## src/dcl_pkg.sv

```systemverilog
`timescale 1ns / 1ps
// ----------------------------------------------------------------------------
// dcl_pkg: shared types and constants of the density cluster labeler
// field widths, op and status codes, register indexes, control structs
// ----------------------------------------------------------------------------
package dcl_pkg;

    localparam int MAX_POINTS_DEF = 1024;
    localparam int COORD_BITS_DEF = 16;

    localparam int OP_W       = 2;
    localparam int XY_W       = 16;
    localparam int IDX_W      = 10;
    localparam int CNT_W      = 11;
    localparam int LBL_W      = 10;
    localparam int STAT_W     = 2;
    localparam int RAD_W      = 34;
    localparam int MINP_W     = 11;
    localparam int DIM_W      = 2;
    localparam int CFG_IDX_W  = 2;
    localparam int CFG_DATA_W = 34;

    localparam logic [RAD_W-1:0]  RADIUS_RST = RAD_W'(1);
    localparam logic [MINP_W-1:0] MINP_RST   = MINP_W'(4);
    localparam logic [DIM_W-1:0]  DIM_RST    = DIM_W'(3);
    localparam logic [DIM_W-1:0]  DIM_TWO    = DIM_W'(2);

    typedef enum logic [OP_W-1:0] {
        OP_LOAD  = 2'd0,
        OP_CLEAR = 2'd1,
        OP_RUN   = 2'd2,
        OP_READ  = 2'd3
    } t_op;

    typedef enum logic [STAT_W-1:0] {
        ST_OK     = 2'd0,
        ST_FULL   = 2'd1,
        ST_RANGE  = 2'd2,
        ST_NO_RUN = 2'd3
    } t_status;

    typedef enum logic [CFG_IDX_W-1:0] {
        CFG_RADIUS = 2'd0,
        CFG_MINP   = 2'd1,
        CFG_DIMS   = 2'd2
    } t_cfg_idx;

    typedef struct packed {
        logic acc_load;
        logic acc_clear;
        logic acc_read;
        logic run_start;
        logic out_read;
        logic out_run;
        logic i_inc;
        logic i_clr;
        logic coord_rd_i;
        logic coord_rd_stk;
        logic a_latch;
        logic sweep_start;
        logic sweep_step;
        logic mode_exp;
        logic core_wr;
        logic seed_rd;
        logic seed_take;
        logic pop;
        logic cluster_inc;
        logic run_end;
    } t_cmd;

    typedef struct packed {
        logic out_valid;
        logic total_zero;
        logic i_last;
        logic j_last;
        logic pipe_busy;
        logic seed_ok;
        logic depth_zero;
    } t_stat;

endpackage

```

## src/dcl_ctrl.sv

```systemverilog
`timescale 1ns / 1ps
// ----------------------------------------------------------------------------
// dcl_ctrl: controller of the density cluster labeler
// op dispatch, core count sweeps and cluster expansion sequencing
// ----------------------------------------------------------------------------
module dcl_ctrl (
    input  logic                       i_clk,
    input  logic                       i_rst_n,
    input  logic                       i_in_valid,
    input  logic [dcl_pkg::OP_W-1:0]   i_in_op,
    input  logic                       i_out_ready,
    input  dcl_pkg::t_stat             i_stat,
    output logic                       o_in_ready,
    output dcl_pkg::t_cmd              o_cmd
);
    typedef enum logic [13:0] {
        S_IDLE      = 14'h0001,
        S_RD_WAIT   = 14'h0002,
        S_CNT_RD    = 14'h0004,
        S_CNT_LAT   = 14'h0008,
        S_CNT_SWEEP = 14'h0010,
        S_CNT_DRAIN = 14'h0020,
        S_SEED_RD   = 14'h0040,
        S_SEED_CHK  = 14'h0080,
        S_POP       = 14'h0100,
        S_POP_WAIT  = 14'h0200,
        S_SRC_LAT   = 14'h0400,
        S_EXP_SWEEP = 14'h0800,
        S_EXP_DRAIN = 14'h1000,
        S_DONE      = 14'h2000
    } t_state;

    t_state r_state, n_state;
    logic   accept;

    assign o_in_ready = i_rst_n & (r_state == S_IDLE) & (~i_stat.out_valid | i_out_ready);
    assign accept     = o_in_ready & i_in_valid;

    always_comb begin
        n_state = r_state;
        o_cmd   = '0;
        o_cmd.mode_exp = (r_state == S_EXP_SWEEP) | (r_state == S_EXP_DRAIN);
        unique case (r_state)
            S_IDLE: begin
                if (accept) begin
                    unique case (dcl_pkg::t_op'(i_in_op))
                        dcl_pkg::OP_LOAD:  o_cmd.acc_load = 1'b1;
                        dcl_pkg::OP_CLEAR: o_cmd.acc_clear = 1'b1;
                        dcl_pkg::OP_RUN: begin
                            o_cmd.run_start = 1'b1;
                            n_state = i_stat.total_zero ? S_DONE : S_CNT_RD;
                        end
                        dcl_pkg::OP_READ: begin
                            o_cmd.acc_read = 1'b1;
                            n_state = S_RD_WAIT;
                        end
                        default: ;
                    endcase
                end
            end
            S_RD_WAIT: begin
                o_cmd.out_read = 1'b1;
                n_state = S_IDLE;
            end
            S_CNT_RD: begin
                o_cmd.coord_rd_i = 1'b1;
                n_state = S_CNT_LAT;
            end
            S_CNT_LAT: begin
                o_cmd.a_latch = 1'b1;
                o_cmd.sweep_start = 1'b1;
                n_state = S_CNT_SWEEP;
            end
            S_CNT_SWEEP: begin
                o_cmd.sweep_step = 1'b1;
                if (i_stat.j_last) begin
                    n_state = S_CNT_DRAIN;
                end
            end
            S_CNT_DRAIN: begin
                if (!i_stat.pipe_busy) begin
                    o_cmd.core_wr = 1'b1;
                    if (i_stat.i_last) begin
                        o_cmd.i_clr = 1'b1;
                        n_state = S_SEED_RD;
                    end else begin
                        o_cmd.i_inc = 1'b1;
                        n_state = S_CNT_RD;
                    end
                end
            end
            S_SEED_RD: begin
                o_cmd.seed_rd = 1'b1;
                n_state = S_SEED_CHK;
            end
            S_SEED_CHK: begin
                if (i_stat.seed_ok) begin
                    o_cmd.seed_take = 1'b1;
                    n_state = S_POP;
                end else if (i_stat.i_last) begin
                    n_state = S_DONE;
                end else begin
                    o_cmd.i_inc = 1'b1;
                    n_state = S_SEED_RD;
                end
            end
            S_POP: begin
                if (i_stat.depth_zero) begin
                    o_cmd.cluster_inc = 1'b1;
                    if (i_stat.i_last) begin
                        n_state = S_DONE;
                    end else begin
                        o_cmd.i_inc = 1'b1;
                        n_state = S_SEED_RD;
                    end
                end else begin
                    o_cmd.pop = 1'b1;
                    n_state = S_POP_WAIT;
                end
            end
            S_POP_WAIT: begin
                o_cmd.coord_rd_stk = 1'b1;
                n_state = S_SRC_LAT;
            end
            S_SRC_LAT: begin
                o_cmd.a_latch = 1'b1;
                o_cmd.sweep_start = 1'b1;
                n_state = S_EXP_SWEEP;
            end
            S_EXP_SWEEP: begin
                o_cmd.sweep_step = 1'b1;
                if (i_stat.j_last) begin
                    n_state = S_EXP_DRAIN;
                end
            end
            S_EXP_DRAIN: begin
                if (!i_stat.pipe_busy) begin
                    n_state = S_POP;
                end
            end
            S_DONE: begin
                o_cmd.run_end = 1'b1;
                o_cmd.out_run = 1'b1;
                n_state = S_IDLE;
            end
            default: n_state = S_IDLE;
        endcase
    end

    always_ff @(posedge i_clk) begin
        if (!i_rst_n) begin
            r_state <= S_IDLE;
        end else begin
            r_state <= n_state;
        end
    end

`ifndef NO_ASSERTIONS
    a_sweep_then_drain: assert property (@(posedge i_clk) disable iff (!i_rst_n)
        (r_state == S_CNT_SWEEP && i_stat.j_last) |=> (r_state == S_CNT_DRAIN))
        else $error("count sweep did not end in drain");
    a_run_result: assert property (@(posedge i_clk) disable iff (!i_rst_n)
        o_cmd.out_run |-> !i_stat.out_valid)
        else $error("run result while a response word is pending");
    a_pop_nonempty: assert property (@(posedge i_clk) disable iff (!i_rst_n)
        o_cmd.pop |-> !i_stat.depth_zero)
        else $error("pop from empty walk stack");
`endif
endmodule

```

## config.mk

```make
export PLATFORM = sky130hd
export DESIGN_NAME = dcl_ctrl
export DESIGN_NICKNAME = d
export VERILOG_FILES = /design/src/dcl_pkg.sv /design/src/dcl_ctrl.sv
export SDC_FILE = /design/constraint.sdc
export NUM_CORES = 1
export LEC_CHECK = 0
export BUFFER_PORTS_ARGS = -buffer_cell sky130_fd_sc_hd__clkbuf_2
export CORE_MARGIN = 2
export CORE_UTILIZATION = 30
export CTS_CLUSTER_DIAMETER = 120
export CTS_CLUSTER_SIZE = 20
export DETAILED_ROUTE_END_ITERATION = 6
export GPL_ROUTABILITY_DRIVEN = 0
export SLEW_MARGIN = 0
export SYNTH_ARGS = -nofsm -noshare
export SYNTH_HDL_FRONTEND = slang
export SYNTH_SLANG_ARGS = --single-unit
```

## constraint.sdc

```tcl
create_clock -name i_clk -period 3.65 [get_ports i_clk]
set_input_delay 0.365 -clock i_clk [delete_from_list [all_inputs] [get_ports i_clk]]
set_output_delay 0.365 -clock i_clk [all_outputs]
set_load 0.1 [all_outputs]
```

==> key figures <==
Outcome
  – Status: finished clean

Setup path
  – Crit path max fanout: 10
  – CP Buf/Inv Count: 1
  – CP delay by family, top: simple AND/OR/NAND/NOR gates
  – Required @ worst endpoint: between 3000 and 4000 ps
  – Critical Path Max Stage Delay: approximately 630 ps
  – FF-to-FF path depth: 5
  – End of the worst register-to-register path: r_state[13]$_SDFFE_PN0P_
  – Startpoint type of the worst setup path: flop
  – R2r setup slk: 1010 ps
  – Setup CP Type: flop to output pin
  – Highest-delay cell along the critical path: or4_1
  – Crit path DAT: 2680 ps
  – Worst-path cell chain: or4_1 -> nor4_1 -> a32o_1 -> nor2_1 -> nor2_2 -> clkbuf_2
  – Critical path capture point type: output pin
  – Reg2Reg Launch Point: r_state[11]$_SDFFE_PN0P_

Power and ir drop
  – Switching power total: ~0.15 mW
  – Clock share of power: approximately 29%
  – VDD IR max: between 0.00015 and 0.0002 V
  – Design Power: 0.406 mW
  – Seq pwr share: between 40% and 50%
  – PwrDens: about 320 nW/um^2
  – Leakage power: between 0.5 and 0.6 nW
  – Combinational share of power: 31.0%
  – Internal power: between 0.2 and 0.3 mW
  – Switching Fraction: between 30 and 40%

Synth
  – Synth Cell Area: 1030 um^2
  – Sequential-to-total area share from yosys stat: 27.3%
  – Syn. warnings: 0
  – Post-synth top area share: between 20% and 30%
  – Mapped Cells: 141
  – Flops & latches, synth: 14
  – Distinct cell type count after synthesis: 38
  – Syn nets: 154
  – Avg Inst Size Synth: between 7 and 8 um^2
  – Cell taking the most area after synthesis: dfxtp_1
  – Area contributors post-synth: dfxtp_1 27%, nor2_1 6.9%, a21oi_1 4.4%, nor3_1 4.4%, nor4_1 4.3%

Floorplanning
  – Site Rows: 21
  – Initial core utilization: 31.0%
  – Core ar.: between 3000 and 4000 um^2
  – Die Area: between 3000 and 4000 um^2
  – Chip height: 62.5 um
  – I/O pins: 34
  – DIE WIDTH: approximately 63 um

Global routing
  – Total Routing Usage GR: 14.4%
  – Largest net degree at the start of global routing: 11
  – Gr ovfl total: 0
  – Vias in the first global route: ~980
  – First-pass GRT wire length: around 4600 um
  – Antenna violations before repair: 0

Final layout
  – Final core area utilization: between 30% and 40%
  – Layout area overhead: 24.0%
  – Largest register FFs: 14
  – Ratio of cells with drive above 1 in the final layout: 28.4%
  – Biggest regs: r_state x14
  – Largest register by flop count: r_state
  – Fin nets: 183
  – Antenna fix cells: 0

Clock tree
  – Clk slew on worst S/H paths: roughly 90 ps
  – Clk_lat worst skew: 290 ps
  – CTS Hold Bufs: 0
  – H-tree levels: 1
  – CTS tree: yes
  – Root Driver: clkbuf_4
  – Cts repair resizes: 0
  – Clock tree buffer depth: 2
  – Clock net sink count: 14
  – Post-CTS setup buffer count: 0
  – CTS buffer count: 3

Routing
  – # DRC: 0
  – Vias: 1,176
  – 1st-pass router iterations: 4
  – Routed Antenna Nets: 0
  – WL per Instance: 13.4 um
  – Final WL: slightly below 3000 um
  – 1st-iter DRT viols: 40
  – Drt via density: between 5 and 6

Min path
  – Hold WC Path Type: primary input to flop
  – Worst Hold End: r_state[9]$_SDFFE_PN0P_
  – Hold Crit Start: i_stat[0]
  – WHS Path Cells: 2

Job
  – MaxCap Viol Count: 0

STA
  – Final Skew: approximately 1.6 ps
  – Period minus WS final: slightly above 3000 ps
  – Slew HR: 54.6%
  – Final Max Slew Viols: 0
  – Worst-margin pin slew: 679 ps
  – Max Clock Freq: approximately 330 MHz
  – Final hold violations: 0
  – Final WS setup: 606 ps
  – Setup-failing EPs final: 0
  – RSZ-0062 raised after global routing: false
  – Crit share post-route: between 80% and 90%

Placed design
  – Hpwl dp: ~2200 um
  – Number of port buffers: 33
  – Setup WS pre-CTS: roughly 970 ps
==> worst max path at each step <==
stage               cells past startpoint  slack [ps]   endpoint                      from
floorplan                               6        -420  o_cmd[14]   r_state[2]$_SDFFE_PN0P_
global placement                        4        1010  o_cmd[14]   r_state[0]$_SDFFE_PN1P_
detailed placement                      6         970  o_cmd[13]  r_state[11]$_SDFFE_PN0P_
CTS                                     6         650  o_cmd[13]  r_state[11]$_SDFFE_PN0P_
global route                            6         450  o_cmd[17]  r_state[11]$_SDFFE_PN0P_
finish                                  6         610  o_cmd[13]  r_state[11]$_SDFFE_PN0P_
==> cells in the mapped netlist <==
library cell,instances
dfxtp_1,14
o2111ai_1,1
nor4b_1,4
and4_1,1
or3_1,5
nor4_2,1
and2_1,2
and3_1,1
xor2_1,4
o21ai_0,8
nor2_1,19
o211ai_1,1
nor2b_1,2
nand2b_1,2
buf_6,1
buf_2,1
o21ba_2,1
clkbuf_1,7
nand3b_1,1
nand4b_1,1
a22oi_1,1
nor3_1,9
o31ai_1,2
buf_4,2
xnor2_1,2
a21oi_1,9
and3b_1,1
nand2_1,7
or4_1,4
nand3_1,5
or4b_1,1
a32o_1,2
or4_4,1
inv_1,6
nor4_1,7
nand4_1,2
a22o_1,1
and4b_1,2
==> logic make-up (layout without fill, tap and decap cells) <==
group	Yosys count	count (layout)	share of synthesized area, %
buf+inv	17	45	7.79
xor+xnor	6	6	5.12
compound gates	26	26	15.8
flops	14	14	27.3
simple gates	78	78	44.0
==> stage by stage <==
stage | hold slack (ps) | cells | TNS, ps | area (um^2)
after floorplan | 444 | 141 | -417 | 1060
after global placement | 567 | 211 | 0 | 1240
after detailed placement | 570 | 211 | 0 | 1240
after CTS | 272 | 215 | 0 | 1270
after global routing | 263 | 215 | 0 | 1270
final | 269 | 215 | 0 | 1270
==> layout by cell type, fill, tap and decap left out, drive strengths merged, types with 4 or more instances in the layout <==
cell type,n
nor2,19
inv,6
dfxtp,14
or3,5
nor4,8
nand3,5
o21ai,8
a21oi,9
nor3,9
nand2,7
xor2,4
or4,5
nor4b,4
clkbuf,37
==> layout make-up <==
cell class	instances	area (um^2)
clock buffers	4	36.3
fillers	374	2040
inverters	6	22.5
multi-input cells	110	697
flip-flops and latches	14	280
well taps	46	57.6
repair buffers	35	180
==> routing by layer <==
| metal | track usage (%) | wire length [um] |
|---|---|---|
| met1 | 19.4 | 1370 |
| met2 | 22.4 | 1260 |
| met3 | 2.34 | 206 |
| met4 | 6.67 | 51 |
| met5 | 0 | 0 |
==> power by group through the flow <==
stage | Sequential (mW) | Combinational, mW | Clock, mW
after global routing | 0.164 | 0.136 | 0.124
after CTS | 0.163 | 0.126 | 0.117
after global placement | 0.166 | 0.125 | 0
after floorplan | 0.164 | 0.0983 | 0
final | 0.164 | 0.126 | 0.116
after detailed placement | 0.167 | 0.125 | 0
==> worst reg2reg max path, stage by stage, from the launching register on <==
cell     delay, ps
dfxtp_1        420
nor4_1         630
nand4_1        420
nor2b_1        650
or3_1          340
nor2_1          80
(Power assumes the default switching activity.)
